File: config.mk
export PLATFORM = sky130hd
export DESIGN_NAME = stsfl_ctrl
export DESIGN_NICKNAME = d
export VERILOG_FILES = /design/src/hw/rtl/stsfl_pkg.sv /design/src/hw/rtl/stsfl_ctrl.sv
export SDC_FILE = /design/constraint.sdc
export NUM_CORES = 1
export LEC_CHECK = 0
export BUFFER_PORTS_ARGS = -buffer_cell sky130_fd_sc_hd__buf_2
export CAP_MARGIN = 20
export CORE_AREA = 2 2 39 41
export DETAILED_ROUTE_END_ITERATION = 10
export DIE_AREA = 0 0 41 43
export PLACE_DENSITY_LB_ADDON = 0.1
export SKIP_CTS_REPAIR_TIMING = 1
export SLEW_MARGIN = 40
export SYNTH_ARGS = -nofsm -noshare
export SYNTH_HDL_FRONTEND = slang
export SYNTH_SLANG_ARGS = --single-unit
File: constraint.sdc
create_clock -name clk -period 1.8 [get_ports clk]
set_clock_uncertainty 0.1 [all_clocks]
set_input_delay 0.27 -clock clk [delete_from_list [all_inputs] [get_ports clk]]
set_output_delay 0.27 -clock clk [all_outputs]
set_load 0.05 [all_outputs]
File: src/hw/rtl/stsfl_pkg.sv
package stsfl_pkg;

    localparam int SLOT_COUNT_DEFAULT = 256;
    localparam int WORD_WIDTH_DEFAULT = 32;
    localparam int OP_WIDTH = 3;
    localparam int IDX_WIDTH = 8;
    localparam int STATUS_WIDTH = 2;
    localparam int NUM_WORDS = 6;

    typedef enum logic [OP_WIDTH-1:0] {
        OP_ADD    = 3'd0,
        OP_FIND   = 3'd1,
        OP_GET    = 3'd2,
        OP_MODIFY = 3'd3,
        OP_DELETE = 3'd4
    } op_t;

    typedef enum logic [STATUS_WIDTH-1:0] {
        ST_OK        = 2'd0,
        ST_NOT_OCC   = 2'd1,
        ST_RANGE     = 2'd2,
        ST_FULL      = 2'd3
    } status_t;

    // controller to datapath
    typedef struct packed {
        logic latch_in;
        logic read_slot;
        logic read_link;
        logic link_from_prev;
        logic do_add;
        logic do_modify;
        logic del_head;
        logic del_link;
        logic step_walk;
        logic finish;
    } cmd_t;

    // datapath to controller
    typedef struct packed {
        logic   in_range;
        logic   occupied;
        logic   below_head;
        logic   walk_stop;
        logic   walk_dead;
        op_t    op;
    } stat_t;

endpackage

File: src/hw/rtl/stsfl_ctrl.sv
module stsfl_ctrl (
    input  logic             clk,
    input  logic             rst_n,
    input  logic             start,
    output logic             busy,
    output stsfl_pkg::cmd_t  cmd,
    input  stsfl_pkg::stat_t stat
);

    typedef enum logic [2:0] {
        S_IDLE,
        S_READ,
        S_DECIDE,
        S_WALK_RD,
        S_WALK_CHK,
        S_DONE
    } state_t;

    state_t state_reg;
    state_t state_next;

    always_comb
    begin
        state_next = state_reg;
        cmd = '0;
        unique case (state_reg)
            S_IDLE:
            begin
                if (start)
                begin
                    cmd.latch_in = 1'b1;
                    state_next = S_READ;
                end
            end
            S_READ:
            begin
                cmd.read_slot = 1'b1;
                state_next = S_DECIDE;
            end
            S_DECIDE:
            begin
                state_next = S_DONE;
                if (stat.op == stsfl_pkg::OP_ADD)
                begin
                    cmd.do_add = 1'b1;
                end
                else if (stat.op == stsfl_pkg::OP_MODIFY && stat.in_range && stat.occupied)
                begin
                    cmd.do_modify = 1'b1;
                end
                else if (stat.op == stsfl_pkg::OP_DELETE && stat.in_range && stat.occupied)
                begin
                    if (stat.below_head)
                    begin
                        cmd.del_head = 1'b1;
                    end
                    else
                    begin
                        cmd.read_link = 1'b1;
                        state_next = S_WALK_RD;
                    end
                end
            end
            S_WALK_RD:
            begin
                state_next = S_WALK_CHK;
            end
            S_WALK_CHK:
            begin
                priority if (stat.walk_dead)
                begin
                    state_next = S_DONE;
                end
                else if (stat.walk_stop)
                begin
                    cmd.del_link = 1'b1;
                    state_next = S_DONE;
                end
                else
                begin
                    cmd.step_walk = 1'b1;
                    cmd.read_link = 1'b1;
                    cmd.link_from_prev = 1'b1;
                    state_next = S_WALK_RD;
                end
            end
            S_DONE:
            begin
                cmd.finish = 1'b1;
                state_next = S_IDLE;
            end
            default:
            begin
                state_next = S_IDLE;
            end
        endcase
    end

    always_ff @(posedge clk or negedge rst_n)
    begin
        if (!rst_n)
        begin
            state_reg <= S_IDLE;
        end
        else
        begin
            state_reg <= state_next;
        end
    end

    assign busy = (state_reg != S_IDLE);

endmodule

# Yosys cells after proc, flatten, opt, wreduce, memory -nomap -nowiden
# Index checks and enable logic that the tools add are counted.
[op_classes] n_addsub=0 n_mul=0 div_mod_pow=0 n_lt_le_gt_ge=0 n_eq_ne=8 shifts=0 n_mux=31 bitwise_logic=0 n_reduce_logical=7
[ops] cell="$mux 3" n=8
[ops] cell="$mux 1" n=16
[ops] cell="$pmux 3 s5" n=1
[ops] cell="$mux 2" n=5
[ops] cell="$eq 3x2->1 const B" n=3
[ops] cell="$eq 3x3->1 const B" n=3
[ops] cell="$logic_not 3->1" n=2
[ops] cell="$logic_and 1x1->1" n=4
[ops] cell="$eq 3x1->1 const B" n=1
[ops] cell="$reduce_bool 3->1" n=1
[ops] cell="$ne 2x2->1 const B" n=1
[ops] cell="$pmux 1 s2" n=1
[totals] ff_bits=3 latch_bits=0 ramBits=0 mem_bits_ro=0 inputBits=11 output_inout_bits=11 elab_cells=47 memories=0

# Longest topological paths before layout
[depth] ltp_word=7 ltp_mapped=3 mapped_depth_nobuf=3

# Least setup slack after synthesis
# OpenSTA, ideal clock, no wires.
[synth_timing] path_type="register -> output" from="register state_reg[0]" to="output port cmd[3] (netlist name)" arrival_ns=2.211 required_time_ns=1.430 slack_ns=-0.781 stages_incl_launch_ff=4 n_path_buf=0 path_cell_list="dfrtp_1 -> and3b_1 -> nand2_1 -> nor4_1"
[synth_lines] item="start, declared" line="stsfl_ctrl.sv:19" text="state_t state_reg;"
[synth_lines] item="start signal, assigned" line="stsfl_ctrl.sv:107" text="state_reg <= state_next;"
[synth_lines] item="end, declared" line="stsfl_ctrl.sv:6" text="output stsfl_pkg::cmd_t cmd,"

==> metrics.cfg <==
[place]
io_buffer_count=21
routabilityCongestion=0.6120
dp_hpwl_um=606.5
pre_cts_ws_ns=0.01785

[sta]
hold_violations=0
max_freq_mhz=528.2
finalMaxSlewViolations=0
tns_ns=-0.3146
period_share_pct=105.2
fin_crit_ns=1.893
tightestPinTransition_ns=0.3844
rsz0062_at_grt=yes
fin_ws_ns=-0.09331
maxSlewHeadroom_pct=74.01
setup_viol=4

[grt]
grt-ovfl-total=0
grt_pass1_vias=275
grt_pass1_wl_um=1055
grtUsageTotal_pct=8.871
antenna_found_initial=0
grt_max_degree=8

[power_and_ir_drop]
switching_share_pct=48.55
pwr-share-seq_pct=14.6
p_leak_uw=0.0002737
p_switching_uw=375.8
clockPowerShare_pct=15.1
power_density_nw_per_um2=1354
power.internal_uw=398.2
combinationalPowerShare_pct=70.2
max-vdd-ir-drop_uv=628.5

[synthesis]
syn_nets=42
synth_compound_area_share_pct=7.656
synth_area_sq_um=261.5
synth_xor_area_share_pct=0
ys_top_cells_by_area=dfrtp_1 29%, and3b_1 6.7%, nor3_4 6.2%
synth_top_area_share_pct=28.71
async_reset_ff_share_pct=100.0
synth-edff-count=0
yosys-top-cells-count=3 x dfrtp_1, 3 x nand2_1, 3 x nor2_1
seq_area_frac_synth_pct=28.71
synth.distinct_cells=21
synthSimpleGateAreaFrac_pct=59.33
muxShareOfSynthArea_pct=0
syn_area_per_cell_sq_um=8.436
yosysWarnings=0
synth_adder_area_share_pct=0
syn_inst=31
synth_top_family_by_area=simple AND/OR/NAND/NOR gates
yosysTopAreaCell=dfrtp_1
ys_ff_latch=3
ys.flop_type=dfrtp_1

[detailed_routing]
route.detailed.drc=0
post_drt_wl_per_cell_um=10.03
drtPass1Iterations=1
routed_wl_um=772
drt_iter0_markers=0
viasPerCell=4.364
ant_nets=0
vias=336

[finish]
syn2layout_area_growth_pct=118.7
drive_above_1_share_pct=67.21
largest_reg_flops=3
diodes=0
fillCellCount=146
layout.nets=73

[floorplan]
rows=14
ios=22
die_h_um=43
die_area_sq_um=1763
core_area_sq_um=1384
die_x_um=41
start_util_pct=18.90

[min_path]
hp-class=in -> async

[clock_network]
clkLatencyLatePin_ns=0.23
cts_num_sinks=3
cts_tree=yes
numCtsBuffers=3
clk_pin_slew_ns=0.04
clockBufferDepth=2
cts_max_level=1
clock-root-buffer=clkbuf_4

[critical_path]
r2r_slack_ns=0.35
r2r_start=state_reg[0]
required_ns=1.43
r2r_cells=4
crit_path_start=state_reg[1]
path_max_fanout=4
end_kind=output port
worst_setup_path_start_kind=flip-flop
critPathArrivalTime_ns=1.52
worstSetupEndpoint=cmd[7]
rr_endpoint=state_reg[1]
path_class=reg -> out

[run_status]
violations=setup timing
status=finished, violations left

[job]
maxCapViolations=0

## final cells by class
class | instances | area [sq um] | share of cell area (%)
flip-flops and latches | 3 | 75.07 | 13.13
well taps | 16 | 20.02 | 3.501
inverters | 1 | 3.754 | 0.6565
clock buffers | 4 | 26.28 | 4.595
repair buffers | 27 | 214.0 | 37.42
multi-input cells | 26 | 232.7 | 40.70
## power groups by stage
stage | logic [uW] | registers, uW | clock network, uW
final | 543 | 113 | 117
after global routing | 587 | 116 | 130
after CTS | 474 | 111 | 124
after detailed placement | 474 | 112 | 0
after global placement | 479 | 112 | 0
after floorplan | 321 | 132 | 0
## routing by layer
layer  up-vias  GRT usage, %  wire length (um)  part of all wire, %
met5         -             0                 0                    0
met4         0         6.000                 0                    0
li1        171             -                 -                    -
met3         0         1.571                75                  9.7
met1       148         12.05               327                   42
met2        17         12.19               369                   48
## cells in the final DEF, fill, tap and decap left out
cell type,count
nor2_4,2
o21bai_1,1
buf_6,3
buf_8,4
clkbuf_4,3
or4_4,1
clkbuf_1,1
dlygate4sd3_1,1
and3b_2,1
and2b_1,1
nand2b_1,1
nor4b_1,1
nand2_2,1
or3b_4,1
buf_4,6
a211oi_1,1
nand2b_4,1
nor3b_4,1
nor3_1,1
or3b_1,1
nor3_2,1
and3b_1,1
nand2_1,2
nor3_4,1
dfrtp_1,3
inv_1,1
nor3b_1,1
nor2_1,1
nand3_1,1
a21oi_1,1
nor4_2,1
buf_2,13
or3_4,1
## worst max-delay path: stages, from the launching register on
cell and delay [ns]:
dfrtp_1 0.36, or3b_4 0.43, nor3_4 0.18, nand2b_4 0.17, buf_8 0.14
## per-stage QoR
stage	hold slack, ns	cells	area (sq um)	power, uW	utilization, %
after global routing	0.2783	77	571.8	832.2	41.32
after CTS	-0.2836	75	475.5	709.7	34.36
after floorplan	-0.1256	31	301.5	452.9	-
after detailed placement	-0.03255	71	449.2	586.3	32.46
after global placement	-0.03132	71	449.2	591.2	32.46
final	0.2726	77	571.8	774.0	41.32
## cell families after synthesis
group	Yosys count
AOI/OAI and AO/OA	3
buffers and inverters	2
DFF	3
and+or+nand+nor	23
## worst min-delay path by stage
| stage | start | endpoint | cells after the start |
|---|---|---|---|
| 2_1_floorplan | rst_n | state_reg[0] | 0 |
| 3_3_place_gp | rst_n | state_reg[2] | 1 |
| 3_5_place_dp | rst_n | state_reg[2] | 1 |
| 4_1_cts | rst_n | state_reg[0] | 1 |
| 5_1_grt | rst_n | state_reg[0] | 2 |
| 6_report | rst_n | state_reg[0] | 2 |
Power figures use the tool's default switching activity.
